===== config.mk =====
export PLATFORM = sky130hd
export DESIGN_NAME = rtn_queue
export DESIGN_NICKNAME = d
export VERILOG_FILES = /design/src/rtl/rtn_pkg.sv /design/src/rtl/rtn_queue.sv
export SDC_FILE = /design/constraint.sdc
export NUM_CORES = 1
export LEC_CHECK = 0
export BUFFER_PORTS_ARGS = -buffer_cell sky130_fd_sc_hd__clkbuf_2
export CORE_AREA = 2 2 295 151
export DETAILED_ROUTE_END_ITERATION = 12
export DIE_AREA = 0 0 297 153
export PLACE_DENSITY = 0.8
export SLEW_MARGIN = 20
export SYNTH_ARGS = -nofsm -noshare
export SYNTH_HDL_FRONTEND = slang
export SYNTH_SLANG_ARGS = --single-unit
export TNS_END_PERCENT = 5

===== constraint.sdc =====
create_clock -name aclk -period 16.4 [get_ports aclk]
set_clock_uncertainty 0.15 [all_clocks]
set_input_delay 1.64 -clock aclk [delete_from_list [all_inputs] [get_ports aclk]]
set_output_delay 1.64 -clock aclk [all_outputs]
set_load 0.01 [all_outputs]

===== src/rtl/rtn_pkg.sv =====
// ----------------------------------------------------------------------------
// rtn_pkg
// Shared types and constants of the ray/triangle nearest-hit block.
// ----------------------------------------------------------------------------
package rtn_pkg;

    localparam int COORD_W = 32;
    localparam int EXT_W   = 33;
    localparam int WIDE_W  = 48;
    localparam int DIST_W  = 31;
    localparam int BARY_W  = 17;
    localparam int IDX_W   = 12;
    localparam int ADDR_W  = 5;
    localparam int DATA_W  = 32;

    localparam logic [DIST_W-1:0] FAR_LIMIT_RST = 31'h7FFF_FFFF;
    localparam logic [DIST_W-1:0] DET_THR_RST   = 31'd1;
    localparam logic [COORD_W-1:0] DIR_Z_RST    = 32'h0001_0000;

    typedef struct packed {
        logic signed [COORD_W-1:0] vertex0_x;
        logic signed [COORD_W-1:0] vertex0_y;
        logic signed [COORD_W-1:0] vertex0_z;
        logic signed [COORD_W-1:0] vertex1_x;
        logic signed [COORD_W-1:0] vertex1_y;
        logic signed [COORD_W-1:0] vertex1_z;
        logic signed [COORD_W-1:0] vertex2_x;
        logic signed [COORD_W-1:0] vertex2_y;
        logic signed [COORD_W-1:0] vertex2_z;
        logic                      last_triangle;
    } in_t;

    typedef struct packed {
        logic              hit_found;
        logic [DIST_W-1:0] hit_distance;
        logic [BARY_W-1:0] hit_bary_u;
        logic [BARY_W-1:0] hit_bary_v;
        logic [IDX_W-1:0]  hit_triangle_index;
    } out_t;

    typedef struct packed {
        logic [2:0][COORD_W-1:0] origin;
        logic [2:0][COORD_W-1:0] dir;
        logic [DIST_W-1:0]       far_limit;
        logic [DIST_W-1:0]       det_threshold;
    } ray_cfg_t;

    // edge1, edge2 and origin-minus-v0, exact 33-bit values
    typedef struct packed {
        logic [2:0][EXT_W-1:0] e1;
        logic [2:0][EXT_W-1:0] e2;
        logic [2:0][EXT_W-1:0] tv;
        logic                  last;
    } job_t;

endpackage


===== src/rtl/rtn_queue.sv =====
// ----------------------------------------------------------------------------
// rtn_queue
// Two-entry queue of prepared triangle jobs between front and back.
// ----------------------------------------------------------------------------
module rtn_queue (
    input  logic          aclk,
    input  logic          aresetn,
    input  logic          in_valid,
    output logic          in_ready,
    input  rtn_pkg::job_t in_job,
    output logic          out_valid,
    input  logic          out_ready,
    output rtn_pkg::job_t out_job
);

    rtn_pkg::job_t mem_reg [2];
    logic          wr_ptr_reg;
    logic          rd_ptr_reg;
    logic [1:0]    count_reg;
    logic          push;
    logic          pop;

    assign in_ready  = (count_reg != 2'd2);
    assign out_valid = (count_reg != 2'd0);
    assign out_job   = mem_reg[rd_ptr_reg];
    assign push      = in_valid && in_ready;
    assign pop       = out_valid && out_ready;

    always_ff @(posedge aclk) begin
        if (push) begin
            mem_reg[wr_ptr_reg] <= in_job;
        end
        if (!aresetn) begin
            wr_ptr_reg <= 1'b0;
            rd_ptr_reg <= 1'b0;
            count_reg  <= 2'd0;
        end else begin
            if (push) begin
                wr_ptr_reg <= ~wr_ptr_reg;
            end
            if (pop) begin
                rd_ptr_reg <= ~rd_ptr_reg;
            end
            count_reg <= count_reg + {1'b0, push} - {1'b0, pop};
        end
    end

endmodule


==> Word-level counts from Yosys, hierarchy flattened <==
Memories as Yosys holds them, arrays and structs flattened. A register that Yosys moved wholly into a read port is not among the register bits.
Cells that the tools add are included.
{ "op_classes": {"n_eq_ne": 1, "n_reduce_logical": 3, "n_bitwise": 2, "muxes": 4, "add_sub_neg": 2} }
{ "op_table": {"columns": ["operator", "count"], "rows": [
  ["1-bit 2-to-1 mux", 4],
  ["2-bit by 1-bit adder with 2-bit output", 1],
  ["1-bit logical AND", 2],
  ["2-bit inequality test (second input constant)", 1],
  ["1-bit inverter", 2],
  ["2-bit nonzero test", 1],
  ["2-bit by 1-bit subtractor with 2-bit output", 1]
]} }
{ "totals": {"wordCells": 16, "mem_bits_rw": 596, "output_inout_bits": 300, "input_bits": 302, "mem_count": 1, "reg_bits": 4} }
{ "mem_list": {"columns": ["memory", "words", "width", "rd", "rd_ports_with_merged_regs", "write_ports", "line", "source"], "rows": [
  ["mem_reg", 2, 298, 1, 1, 1, "rtn_queue.sv:16", "rtn_pkg::job_t mem_reg [2];"]
]} }

==> Logic depth before layout (Yosys ltp) <==
{ "logic_depth": {"depth_word": 4, "mapped_depth": 8, "mapped_depth_nobuf": 8} }

==> Worst setup path after synthesis <==
No wires, ideal clock.
{ "synth_timing": {"path_type": "input port to flip-flop", "startpoint": "input in_valid", "endpoint": "memory mem_reg[0][0] in the netlist's numbering (enable)", "path_stages": 2, "arrival_time_ps": 14073, "setup_ps": 963, "required_time_ps": 15287, "path_buffers": 0, "path_slack_ps": 1214, "cell_sequence": "nand2_1 > nor2_1"} }
{ "synth_via": {"elab_chain_cells": 3} }
{ "synth_lines": {"columns": ["element", "line", "source"], "rows": [
  ["start: declaration", "rtn_queue.sv:8", "input logic in_valid,"],
  ["1-bit logical AND", "rtn_queue.sv:26", "assign push = in_valid && in_ready;"],
  ["1-bit 2-to-1 mux", "rtn_queue.sv:30", "if (push) begin"],
  ["1-bit 2-to-1 mux (not written as such)", "rtn_queue.sv:31", "mem_reg[wr_ptr_reg] <= in_job;"],
  ["end: declaration", "rtn_queue.sv:16", null]
]} }
No other way between the ends.

==> out/metrics.json <==
{
  "worst_hold_slack_ns": 0.393,
  "mappedNetlistArea_mm2": 0.0226,
  "floorplan.rows": 54,
  "postSynthAreaPerCell_um2": 23.7,
  "cts.hold.buffers_added": 0,
  "largest_register_ff_count": 596,
  "multiInputGateArea_mm2": 0.00425,
  "initial_utilization_pct": 52.5,
  "cts_max_level": 2,
  "relSlewSlack_pct": 28.7,
  "io_buffer_count": 601,
  "io_pins": 602,
  "vdd_ir_drop_max_uv": 129,
  "postCtsResizedCells": 0,
  "warning_count_from_the_yosys_run": 0,
  "run_status": "finished clean",
  "final_cell_utilization_of_the_core_pct": 64.4,
  "share_comb_of_total_power_pct": 25.5,
  "synthesis.nets": 1255,
  "finalNetCount": 1887,
  "path_clk_slew_ns": 0.07,
  "netlist_instances": 951,
  "post_cts_buffers": 0,
  "grt.total_usage_pct": 20.4,
  "grt_start_max_net_pins": 132,
  "yosys_register_bits": 601,
  "rsz0062_at_grt": "no",
  "fp.dieArea_mm2": 0.0454,
  "cts_buffers": 50,
  "async_reset_ff_share_pct": 0,
  "cts_tree": "built",
  "setup_violations": 0,
  "synth-seq-area-share_pct": 79.7,
  "clockPowerShare_pct": 26.7,
  "synth.area.top_cells": "sky130_fd_sc_hd__edfxtp_1 79%, sky130_fd_sc_hd__mux2_4 13%, sky130_fd_sc_hd__mux2_2 4.8%",
  "power_switching_mw": 1.13,
  "p_sw_share_pct": 27.1,
  "power.internal_mw": 3.05,
  "dieWidth_um": 297,
  "drcViolationCount": 0,
  "class_of_the_most_critical_hold_timing_path": "flip-flop to flip-flop",
  "detailedRoute.firstIterationViolations": 899,
  "cts_root_buffer": "sky130_fd_sc_hd__clkbuf_16",
  "finalWirelength_um": 47800,
  "tritoncts_num_sinks": 601,
  "via_per_inst": 5.10,
  "critical_path_required_ns": 14.61,
  "via_count_of_the_first_global_routing_pass": 11600,
  "die_y_um": 153,
  "total_global_routing_overflow": 0,
  "routed_len_inst_um": 21.6,
  "timing_worst_slew_pin_value_ns": 1.07,
  "share_of_post_route_cells_with_drive_strength_above_1_pct": 60.6,
  "number_of_synthesized_flops_with_an_enable_pin": 596,
  "dpl_hpwl_um": 33400,
  "power_density_mw_per_mm2": 151,
  "sequential_cell_area_mm2": 0.0180,
  "fin_crit_sh_pct": 34.0,
  "synth_cell_types": 18,
  "post-route-min-period_ns": 5.57,
  "cellLeakagePower_nw": 10.8,
  "setup_tns_ns": 0,
  "final_max_slew_viol_count": 0,
  "top_reg_cell_synth": "sky130_fd_sc_hd__edfxtp_1",
  "endpoint_kind": "output pin",
  "route.antenna.remaining_nets": 0,
  "num_vias": 11300,
  "synth.largest_area_cell": "sky130_fd_sc_hd__edfxtp_1",
  "grt_first_pass_wirelength_um": 70400,
  "critical_path_class": "flip-flop to output pin",
  "final.fill_count": 2902,
  "fmax_mhz": 180,
  "max_cap_viol_count": 0,
  "clock_path_buffers": 3,
  "syn_to_final_growth_pct": 22.6,
  "synth.top_cell.area_share_pct": 79.3,
  "list_of_most_frequent_post_synthesis_cells": "596 x sky130_fd_sc_hd__edfxtp_1, 201 x sky130_fd_sc_hd__mux2_4, 97 x sky130_fd_sc_hd__mux2_2",
  "placer_s_final_routability_congestion_estimate": 0.828,
  "grt_antenna_before_repair": 3,
  "dr.pass1.iters": 5,
  "finalHoldViolCount": 0,
  "critical_path_peak_fanout": 131,
  "clkLatencyLatePin_ns": 0.56,
  "critPathLaunchType": "flip-flop",
  "cp.arrival_ns": 3.78,
  "flop_pwr_share_pct": 47.8,
  "fp.coreArea_mm2": 0.0430,
  "yosys.cell_count.top_type": "sky130_fd_sc_hd__edfxtp_1"
}
## logic make-up (layout without fill, tap and decap cells)
family | after synthesis | in the layout | synth area share, %
XOR/XNOR | 3 | 3 | 0.116
AO/OA/AOI/OAI | 1 | 1 | 0.0333
adder cells (fa/ha/maj) | 2 | 2 | 0.111
other | 0 | 1 | 0
AND/OR/NAND/NOR | 11 | 11 | 0.272
flip-flops | 601 | 601 | 79.7
buffers and inverters | 34 | 703 | 1.47
multiplexers | 299 | 299 | 18.3
## power groups by stage
stage / Sequential, mW / Clock (mW) / Combinational, mW
3_5_place_dp: 2.04 / 0 / 1.07
3_3_place_gp: 2.02 / 0 / 1.05
2_1_floorplan: 2.09 / 0 / 0.726
6_report: 2.00 / 1.12 / 1.07
4_1_cts: 2.00 / 1.15 / 1.07
5_1_grt: 2.02 / 1.21 / 1.13
## metrics by stage
step                total power, mW  instances  instance area [µm²]  setup WS (ns)
floorplan                      2.82        951                22600           1.21
global placement               3.08       2117                26100          11.33
detailed placement             3.10       2117                26100          11.27
CTS                            4.22       2206                27600          10.81
global route                   4.35       2209                27700          10.67
finish                         4.19       2209                27700          10.83
## placed cells by master, fill, tap and decap left out, types with 3 or more instances in the layout
cell type	n
sky130_fd_sc_hd__clkinv_2	7
sky130_fd_sc_hd__buf_4	8
sky130_fd_sc_hd__clkbuf_1	13
sky130_fd_sc_hd__clkbuf_2	601
sky130_fd_sc_hd__clkinvlp_4	4
sky130_fd_sc_hd__mux2_2	97
sky130_fd_sc_hd__dfxtp_1	4
sky130_fd_sc_hd__clkbuf_16	51
sky130_fd_sc_hd__edfxtp_1	596
sky130_fd_sc_hd__xnor2_1	3
sky130_fd_sc_hd__clkinv_1	9
sky130_fd_sc_hd__mux2_4	201
## critical path: stages (launching register included)
cell                       delay [ns]
sky130_fd_sc_hd__dfxtp_4         0.88
sky130_fd_sc_hd__buf_12          0.67
sky130_fd_sc_hd__buf_4           0.95
sky130_fd_sc_hd__mux2_4          0.37
sky130_fd_sc_hd__clkbuf_2        0.13
## layer usage
layer  GRT usage [%]  routed length (µm)  vias up
met4            6.01                1230        2
met1            26.0               19000     5662
met3            5.15                3440       80
li1                -                   -     5061
met2            35.0               24100      459
met5               0                  13        -
## final cells by class
class                   count  area share [%]
repair buffers            613            11.4
diodes                      1         0.00905
flip-flops and latches    601            65.1
inverters                   1          0.0136
clock inverters            25           0.669
clock buffers              64            4.79
well taps                 588            2.66
multi-input cells         316            15.4
## worst paths after layout
check	start	to	slack (ns)	cells after the start
min	rd_ptr_reg	flip-flop	0.39	2
max	flip-flop	out_job[204]	10.83	4
max reg2reg	count_reg[0]	mem_reg[1][167]	12.72	4
min reg2reg	rd_ptr_reg	flip-flop	0.39	2
No activity file was read; power rests on OpenSTA's default activity.
