`config.mk`:
```
export PLATFORM = sky130hd
export DESIGN_NAME = rtn_front
export DESIGN_NICKNAME = d
export VERILOG_FILES = /design/src/rtl/rtn_pkg.sv /design/src/rtl/rtn_front.sv
export SDC_FILE = /design/constraint.sdc
export NUM_CORES = 1
export LEC_CHECK = 0
export BUFFER_PORTS_ARGS = -buffer_cell sky130_fd_sc_hd__buf_4
export CAP_MARGIN = 20
export CORE_AREA = 2 2 332 334
export CTS_BUF_LIST = sky130_fd_sc_hd__clkbuf_16
export DETAILED_ROUTE_END_ITERATION = 8
export DIE_AREA = 0 0 334 336
export PLACE_DENSITY = 0.51
export SLEW_MARGIN = 20
export SYNTH_ARGS = -nofsm -noshare
export SYNTH_HDL_FRONTEND = slang
export SYNTH_SLANG_ARGS = --single-unit
```
`constraint.sdc`:
```
create_clock -name aclk -period 7.25 [get_ports aclk]
set_input_delay 0.3625 -clock aclk [delete_from_list [all_inputs] [get_ports aclk]]
set_output_delay 0.3625 -clock aclk [all_outputs]
set_load 0.01 [all_outputs]
```
`src/rtl/rtn_pkg.sv`:
```
// ----------------------------------------------------------------------------
// rtn_pkg
// Shared types and constants of the ray/triangle nearest-hit block.
// ----------------------------------------------------------------------------
package rtn_pkg;

    localparam int COORD_W = 32;
    localparam int EXT_W   = 33;
    localparam int WIDE_W  = 48;
    localparam int DIST_W  = 31;
    localparam int BARY_W  = 17;
    localparam int IDX_W   = 12;
    localparam int ADDR_W  = 5;
    localparam int DATA_W  = 32;

    localparam logic [DIST_W-1:0] FAR_LIMIT_RST = 31'h7FFF_FFFF;
    localparam logic [DIST_W-1:0] DET_THR_RST   = 31'd1;
    localparam logic [COORD_W-1:0] DIR_Z_RST    = 32'h0001_0000;

    typedef struct packed {
        logic signed [COORD_W-1:0] vertex0_x;
        logic signed [COORD_W-1:0] vertex0_y;
        logic signed [COORD_W-1:0] vertex0_z;
        logic signed [COORD_W-1:0] vertex1_x;
        logic signed [COORD_W-1:0] vertex1_y;
        logic signed [COORD_W-1:0] vertex1_z;
        logic signed [COORD_W-1:0] vertex2_x;
        logic signed [COORD_W-1:0] vertex2_y;
        logic signed [COORD_W-1:0] vertex2_z;
        logic                      last_triangle;
    } in_t;

    typedef struct packed {
        logic              hit_found;
        logic [DIST_W-1:0] hit_distance;
        logic [BARY_W-1:0] hit_bary_u;
        logic [BARY_W-1:0] hit_bary_v;
        logic [IDX_W-1:0]  hit_triangle_index;
    } out_t;

    typedef struct packed {
        logic [2:0][COORD_W-1:0] origin;
        logic [2:0][COORD_W-1:0] dir;
        logic [DIST_W-1:0]       far_limit;
        logic [DIST_W-1:0]       det_threshold;
    } ray_cfg_t;

    // edge1, edge2 and origin-minus-v0, exact 33-bit values
    typedef struct packed {
        logic [2:0][EXT_W-1:0] e1;
        logic [2:0][EXT_W-1:0] e2;
        logic [2:0][EXT_W-1:0] tv;
        logic                  last;
    } job_t;

endpackage

```
`src/rtl/rtn_front.sv`:
```
// ----------------------------------------------------------------------------
// rtn_front
// Accepts triangles and forms the exact edge and origin vectors.
// ----------------------------------------------------------------------------
module rtn_front (
    input  logic              aclk,
    input  logic              aresetn,
    input  rtn_pkg::ray_cfg_t cfg,
    input  logic              s_valid,
    output logic              s_ready,
    input  rtn_pkg::in_t      s_payload,
    output logic              job_valid,
    input  logic              job_ready,
    output rtn_pkg::job_t     job
);

    rtn_pkg::job_t job_reg;
    rtn_pkg::job_t job_next;
    logic          job_valid_reg;

    function automatic logic [rtn_pkg::EXT_W-1:0] diff(
        input logic [rtn_pkg::COORD_W-1:0] a,
        input logic [rtn_pkg::COORD_W-1:0] b
    );
        diff = {a[rtn_pkg::COORD_W-1], a} - {b[rtn_pkg::COORD_W-1], b};
    endfunction

    always_comb begin
        job_next.e1[0] = diff(s_payload.vertex1_x, s_payload.vertex0_x);
        job_next.e1[1] = diff(s_payload.vertex1_y, s_payload.vertex0_y);
        job_next.e1[2] = diff(s_payload.vertex1_z, s_payload.vertex0_z);
        job_next.e2[0] = diff(s_payload.vertex2_x, s_payload.vertex0_x);
        job_next.e2[1] = diff(s_payload.vertex2_y, s_payload.vertex0_y);
        job_next.e2[2] = diff(s_payload.vertex2_z, s_payload.vertex0_z);
        job_next.tv[0] = diff(cfg.origin[0], s_payload.vertex0_x);
        job_next.tv[1] = diff(cfg.origin[1], s_payload.vertex0_y);
        job_next.tv[2] = diff(cfg.origin[2], s_payload.vertex0_z);
        job_next.last  = s_payload.last_triangle;
    end

    assign s_ready   = !job_valid_reg || job_ready;
    assign job_valid = job_valid_reg;
    assign job       = job_reg;

    always_ff @(posedge aclk) begin
        if (s_valid && s_ready) begin
            job_reg <= job_next;
        end
        if (!aresetn) begin
            job_valid_reg <= 1'b0;
        end else if (s_valid && s_ready) begin
            job_valid_reg <= 1'b1;
        end else if (job_ready) begin
            job_valid_reg <= 1'b0;
        end
    end

endmodule

```
# Word level (Yosys, flattened, before mapping)
# Cells that the tools add are included.
[word_totals] out_inout_bits=300 latchBits=0 word_cells=26 memories=0 romBits=0 ram_bits=0 input_bits=547 regBits=299
[classes] magnitude_cmp=0 n_mul=0 n_mux=2 div_mod_pow=0 eq_ne=0 n_bitwise=0 add_sub_neg=9 n_reduce_logical=4 shifts=0
[ops] op="subtractor 32 x 32 -> 33 bit" count=9
[ops] op="two-way mux 1 bit" count=2
[ops] op="nonzero test 2 bit" count=1
[ops] op="logical AND 1 bit" count=1
[ops] op="zero test 1 bit" count=1
[ops] op="logical OR 1 bit" count=1

# Depth between registers and ports, before layout
# Gate-level depths: netlist (run 1).
[depth] word_depth=4 mapped_depth=13 mapped_depth_nobuf=13

# Worst setup path before layout (run 1)
# No wires, ideal clock.
[synth_path] kind="input port to flip-flop" start="in job_ready" end="reg job_reg, in the netlist job[0] (enable)" stages=2 arrival_time_ns=7.342 slack_ns=-0.790 t_required_ns=6.551 setup_time_ns=0.699 n_path_buf=0 cell_sequence="nand2b_1 > and2_1"
[synth_via] elab_chain_cells=2
[synth_lines] element="from (decl)" line="rtn_front.sv:13" source="input logic job_ready,"
[synth_lines] element="logical OR 1 bit" line="rtn_front.sv:41" source="assign s_ready = !job_valid_reg || job_ready;"
[synth_lines] element="logical AND 1 bit" line="rtn_front.sv:46" source="if (s_valid && s_ready) begin"
[synth_lines] element="to (signal assigned)" line="rtn_front.sv:47" source="job_reg <= job_next;"
[synth_lines] element="to (decl)" line="rtn_front.sv:17" source="rtn_pkg::job_t job_reg;"
# Every way passes these cells.
# A chain may end at the register's enable or synchronous reset.

==> impl_results.md, run 1 <==
* Yosys reg bits at 299
* Synth Area in Compound Gates at 20.4%
* # clock sinks at 299
* Worst reg-to-reg setup slack at 4.85 ns
* Critical path's top delay family: compound AO/OA/AOI/OAI gates
* Via density at 4.54
* Most frequent cells in the layout: 695 x buf_4, 298 x edfxtp_1, 288 x ha_1
* Syn nets at 3144
* CP Max Fanout at 4
* Status: finished, final reports clean
* Tot Pwr at 0.00654 W
* Routed len/inst at 21.0 µm
* Die Area at 112000 µm²
* Final ANT Viol Nets at 0
* Power share of the clock group at 31.7%
* Worst Path Required at 7.58 ns
* Combinational power share at 33.0%
* Fillcell total at 11455
* Share of cells above drive strength 1 at 26.0%
* CP max stage delay at 0.52 ns
* Gr ovfl total at 0
* Worst-path clk slew at 0.06 ns
* Worst hold path endpoint: job[1]$_DFFE_PP_
* R2r worst-path depth at 3
* R2r startpoint: job_valid$_SDFFE_PN0P_
* Sw frac at 33.0%
* Global Route Usage Sum at 16.1%
* Hold Buf Count CTS at 3
* Fmax at 279 MHz
* Period utilisation layout at 49.5%
* Initial antenna violation count at 22
* Clock Tree Buf Depth at 3
* CP Capture Type: register
* Ys flop type: edfxtp_1
* Number of distinct library cells after synthesis at 78
* Clock Skew at 0.0214 ns
* CTS Buf Count at 43
* DR iter-0 viols at 892
* Synth Area in Simple Gates at 11.1%
* PwrDens at 209 nW/µm²
* Core Area at 108000 µm²
* Hold Startpoint: s_payload[257]
* Synth Area in XOR/XNOR at 9.39%
* Clk Latency, worst-skew pair at 0.60 ns
* Critical path startpoint category: input pin
* Hold depth at 3
* Row Count at 121
* Placer congestion estimate at 0.902
* Port Buffers at 688
* Hold Violations, Final at 0
* Layout Cells excl Fill at 4489
* Post-synthesis mux area share at 0.0872%
* Postcts setup bufs at 0
* Syn_area_per_cell at 9.98 µm²
* Most used cell, CP: o21ai_0
* VDD IR-drop max at 132 µV
* YS warnings at 0
* Least-Margin Pin Slew at 1.03 ns
* Cell Int Power at 0.00438 W
* H-tree depth at 2
* Reg2reg end: job[40]$_DFFE_PP_
* Global-route wire length before repair at 133000 µm
* Most common cell after layout, fill and taps aside: buf_4
* Max reg flops at 298
* Max cap viols at 0
* # IOs at 847
* Largest net degree at the start of global routing at 134
* Slew Limit Headroom at 31.1%
* Setup Crit Path Kind: in -> reg
* Synth Area in Adders at 16.5%
* Syn-to-layout area delta at 36.5%
* Post-Syn Instances at 2300
* Vias in the first global route at 20558
* WL final at 94100 µm
* Initial core utilization at 21.2%
* Hold/Removal Path Class: in -> reg
* Switch Pwr at 0.00216 W
* P_leak at 14.1 nW
* Die height at 336 µm
* CTS tree: done
* Gates resized, CTS repair at 0
* DRC Markers at 0
* Drt pass-1 iters at 5
* FFs w/ async S/R, synth at 0%
* Placed insts at 4400
* Post-synth EDFFs at 298
* Die X at 334 µm
* Critical-path cell list: buf_4 > ha_1 > fa_1 > nor2b_1 > o2111ai_1 > a32oi_1 > a31oi_1 > o21ai_0 > and4_1 > o21ai_0 > a21oi_1 > nor3b_1 > o22ai_1
* Nets@finish at 3878
* Seq/Total Area, Yosys at 39.1%
* Routed via count at 20387
* Post-layout min period at 3.59 ns
* Largest family of logic cells by synthesized area: compound AO/OA/AOI/OAI gates
* Clk root buf: clkbuf_16
* Final setup fails at 0
* Synthesized area at 22900 µm²
* CP max-delay cell: o21ai_0
* WP buf/inv at 1
* Share of power burned in registers at 35.3%
* Setup TNS at 0 ns
* Unrepaired setup endpoints after global routing: no
* Pins Over Slew Limit at 0
* DP HPWL at 79000 µm
* Final core occ at 28.9%
* CP arrival at 3.92 ns
[worst min-delay path: cells and delay by family]
kind / cells / cell delay [ns]
buf+inv: 2 / 0.13
fa+ha+maj: 1 / 0.11
[through the flow]
step                      instance area (µm²)  hold WS [ns]  worst slack [ns]
after global placement                  29900         0.538              3.05
final                                   31300         0.167              3.66
after detailed placement                29900         0.542              3.08
after CTS                               31300         0.110              3.73
after floorplan                         22900         0.461              2.59
after global routing                    31300         0.129              3.43
[power by group through the flow]
stage | registers (W) | logic [W] | clock network (W)
2_1_floorplan | 0.00246 | 0.00110 | 0
3_3_place_gp | 0.00234 | 0.00216 | 0
3_5_place_dp | 0.00234 | 0.00217 | 0
4_1_cts | 0.00231 | 0.00218 | 0.00216
5_1_grt | 0.00233 | 0.00237 | 0.00221
6_report | 0.00231 | 0.00216 | 0.00207
[final cells by class]
type	count	area [µm²]	area share, %
repair buffers	700	5290	16.9
well taps	1414	1770	5.65
diodes	7	17.5	0.0559
clock buffers	44	1100	3.52
inverters	200	751	2.40
clock inverters	35	236	0.755
flip-flops and latches	299	8970	28.6
multi-input cells	1790	13200	42.1
[worst max path at each step]
stage	slack, ns	endpoint	cells after the start	from
2_1_floorplan	2.59	job[0]$_DFFE_PP_	2	job_ready
3_3_place_gp	3.05	job[165]$_DFFE_PP_	13	s_payload[225]
3_5_place_dp	3.08	job[165]$_DFFE_PP_	13	s_payload[225]
4_1_cts	3.73	job[165]$_DFFE_PP_	13	s_payload[225]
5_1_grt	3.43	job[165]$_DFFE_PP_	14	s_payload[33]
6_report	3.66	job[165]$_DFFE_PP_	13	s_payload[225]
[Yosys cell counts, types with 7 or more instances]
master    number  area, µm²
edfxtp_1     298       8950
ha_1         288       3600
a21oi_1      214       1070
inv_1        200        751
xnor2_1      173       1520
nor2_1       154        578
nand2_1      129        484
a21o_1       114        856
o21ai_0      114        571
xor2_1        73        639
o21a_1        61        458
nand3_1       50        250
nand2b_1      37        231
a31oi_1       34        213
nor2b_1       32        200
o21bai_1      28        210
nor3_1        27        135
and3_1        25        156
nand4_1       17        106
a211oi_1      16        120
and2_1        13       81.3
clkbuf_1      11       41.3
o211ai_1      11       82.6
o21ai_1       11       55.1
o31ai_1       11       82.6
a21boi_0      10       75.1
or3_1         10       62.6
fa_1           9        180
or4_1          8       60.1
a31o_2         7       61.3
o22ai_1        7       43.8
or2_2          7       43.8
[logic make-up (layout without fill, tap and decap cells)]
| family | Yosys count | in the layout |
|---|---|---|
| AOI/OAI and AO/OA | 716 | 716 |
| xor gates and xnor gates | 246 | 246 |
| adders and majority gates | 297 | 297 |
| buffers and inverters | 211 | 979 |
| DFF | 299 | 299 |
| muxes | 2 | 2 |
| other | 0 | 7 |
| and+or+nand+nor | 529 | 529 |
[metal layers]
| layer | share of wire, % | vias up | routed length (µm) | global-route usage [%] |
|---|---|---|---|---|
| met3 | 11 | 99 | 10300 | 7.30 |
| met4 | 1.9 | 26 | 1760 | 3.74 |
| met5 | 0.16 | - | 154 | 0 |
| li1 | - | 10011 | - | - |
| met1 | 39 | 9586 | 36800 | 18.1 |
| met2 | 48 | 665 | 45100 | 27.8 |
No activity file was read; power rests on OpenSTA's default activity.
==> run 2: changes to the inputs <==
- clock period: 7.25 -> 3.2 ns (I/O delays scaled with it)
==> impl_results.md, run 2 (same netlist as run 1, synthesis figures left out) <==
* Status: finished, final reports clean (unchanged)
* Initial antenna violation count at 27 (was 22)
* R2r startpoint: job_valid$_SDFFE_PN0P_ (unchanged)
* CP max stage delay at 0.53 ns (was 0.52 ns)
* Clk root buf: clkbuf_16 (unchanged)
* Largest net degree at the start of global routing at 86 (was 134)
* Clock Tree Buf Depth at 3 (unchanged)
* CP Max Fanout at 3 (was 4)
* Power share of the clock group at 31.3% (was 31.7%)
* Layout Cells excl Fill at 4698 (was 4489)
* Placed Area at 31300 µm² (was 29900 µm²)
* Worst Path Required at 3.56 ns (was 7.58 ns)
* DR iter-0 viols at 989 (was 892)
* Via density at 4.52 (was 4.54)
* Die height at 336 µm (unchanged)
* Sw frac at 32.5% (was 33.0%)
* Global Route Usage Sum at 16.9% (was 16.1%)
* Global-route wire length before repair at 139000 µm (was 133000 µm)
* Critical path startpoint category: input pin (unchanged)
* Core Area at 108000 µm² (unchanged)
* Syn-to-layout area delta at 44.5% (was 36.5%)
* Drt pass-1 iters at 5 (unchanged)
* Max reg flops at 298 (unchanged)
* Most used cell, CP: buf_4 (was o21ai_0)
* Final setup margin at 0.159 ns (was 3.66 ns)
* Least-Margin Pin Slew at 0.672 ns (was 1.03 ns)
* Period utilisation layout at 95.0%
* Cell Int Power at 0.0103 W (was 0.00438 W)
* Fmax at 329 MHz
* CP Capture Type: register (unchanged)
* CTS tree: done (unchanged)
* Clock Skew at 0.0150 ns (was 0.0214 ns)
* Critical-path cell list: dlygate4sd3_1 > buf_4 > inv_1 > ha_1 > fa_1 > nor2b_2 > o21bai_2 > a221oi_2 > buf_4 > o311ai_2 > o31ai_1 > buf_4 > a31oi_1 > o21a_1 > nand2_1 > a21oi_1 > xnor2_1 (was buf_4 > ha_1 > fa_1 > nor2b_1 > o2111ai_1 > a32oi_1 > a31oi_1 > o21ai_0 > and4_1 > o21ai_0 > a21oi_1 > nor3b_1 > o22ai_1)
* Routed len/inst at 20.9 µm (was 21.0 µm)
* Hold Violations, Final at 0 (unchanged)
* Max cap viols at 0 (unchanged)
* Row Count at 121 (unchanged)
* Hold/Removal Path Class: in -> reg (unchanged)
* WL final at 98300 µm (was 94100 µm)
* Routed via count at 21243 (was 20387)
* Final setup fails at 0 (unchanged)
* Combinational power share at 34.2% (was 33.0%)
* DRC Markers at 0 (unchanged)
* # clock sinks at 299 (unchanged)
* CP max-delay cell: dlygate4sd3_1 (was o21ai_0)
* Hold depth at 3 (unchanged)
* Setup Crit Path Kind: in -> reg (unchanged)
* Fillcell total at 11400 (was 11455)
* DP Worst Slack at -0.549 ns (was 3.08 ns)
* Pins Over Slew Limit at 0 (unchanged)
* Die X at 334 µm (unchanged)
* H-tree depth at 2 (unchanged)
* Placer congestion estimate at 0.915 (was 0.902)
* PwrDens at 462 nW/µm² (was 209 nW/µm²)
* DP HPWL at 83700 µm (was 79000 µm)
* Initial core utilization at 21.2% (unchanged)
* CTS Buf Count at 42 (was 43)
* Share of power burned in registers at 34.4% (was 35.3%)
* # IOs at 847 (unchanged)
* Post-layout min period at 3.04 ns
* Die Area at 112000 µm² (unchanged)
* Clk Latency, worst-skew pair at 0.61 ns (was 0.60 ns)
* Crit. path cell count at 17 (was 13)
* WP buf/inv at 5 (was 1)
* Vias in the first global route at 21769 (was 20558)
* Critical path's top delay family: compound AO/OA/AOI/OAI gates (unchanged)
* Gr ovfl total at 0 (unchanged)
* Placed insts at 4571 (was 4400)
* Port Buffers at 688 (unchanged)
* Switch Pwr at 0.00498 W (was 0.00216 W)
* R2r worst-path depth at 3 (unchanged)
* Critical path origin: cfg[158] (was s_payload[225])
* Most common cell after layout, fill and taps aside: buf_4 (unchanged)
* Nets@finish at 4091 (was 3878)
* Postcts setup bufs at 0 (unchanged)
* P_leak at 15.2 nW (was 14.1 nW)
* Share of cells above drive strength 1 at 29.8% (was 26.0%)
* Slew Limit Headroom at 55.2% (was 31.1%)
* VDD IR-drop max at 310 µV (was 132 µV)
* Most frequent cells in the layout: 861 x buf_4, 298 x edfxtp_1, 288 x ha_1 (was 695 x buf_4, 298 x edfxtp_1, 288 x ha_1)
* Final ANT Viol Nets at 0 (unchanged)
* Hold Startpoint: s_payload[167] (was s_payload[257])
* Tot Pwr at 0.0153 W (was 0.00654 W)
* CP arrival at 3.40 ns (was 3.92 ns)
* Design Area, Final at 33200 µm² (was 31300 µm²)
* Worst-path clk slew at 0.06 ns (about the same)
-- run 2: final cells by class --
cell class / instances / area, µm² / area share (%)
inverters: 200 / 751 / 2.26
multi-input cells: 1790 / 13200 / 39.9
flip-flops and latches: 299 / 8970 / 27.0
diodes: 7 / 17.5 / 0.0528
well taps: 1414 / 1770 / 5.34
clock buffers: 43 / 1080 / 3.25
repair buffers: 914 / 7060 / 21.3
clock inverters: 31 / 279 / 0.841
-- run 2: what timing repair did --
action,in CTS,in global routing
endpoints found under the setup margin,0,24
endpoints found under the hold margin,47,0
hold buffers,46,0
resized for setup,0,18
-- run 2: worst min-delay path, cell delays in order --
cell and delay [ns]:
buf_4 0.08, ha_1 0.17, xnor2_1 0.14
-- run 2: layer usage --
layer	share of wire, %	vias to the layer above	track usage, %	routed length (µm)
met5	0.14	-	0	138
met4	2.1	24	3.84	2030
met3	9.7	111	6.40	9530
met2	48	707	29.4	47200
met1	40	9989	19.5	39400
li1	-	10412	-	-
-- run 2: metrics by stage --
step	utilization, %	hold WS, ns	setup TNS [ns]
after floorplan	-	0.259	0
after global placement	28.9	0.339	-2.80
after detailed placement	28.9	0.339	-3.21
after CTS	30.5	0.00154	0
after global routing	30.6	0.0238	-0.0131
final	30.6	0.0578	0
-- run 2: path summary, 6_finish.rpt --
| check | slack [ns] | end |
|---|---|---|
| setup reg to reg | 1.43 | job[127]$_DFFE_PP_ |
| hold / removal | 0.06 | job[205]$_DFFE_PP_ |
| setup / recovery | 0.16 | job[29]$_DFFE_PP_ |
| hold reg to reg | 0.91 | job[148]$_DFFE_PP_ |
-- run 2: power by group through the flow --
| stage | Sequential [W] | Clock, W | Combinational [W] |
|---|---|---|---|
| CTS | 0.00528 | 0.00500 | 0.00530 |
| floorplan | 0.00555 | 0 | 0.00250 |
| global placement | 0.00536 | 0 | 0.00521 |
| finish | 0.00527 | 0.00479 | 0.00524 |
| detailed placement | 0.00535 | 0 | 0.00522 |
| global route | 0.00532 | 0.00511 | 0.00575 |
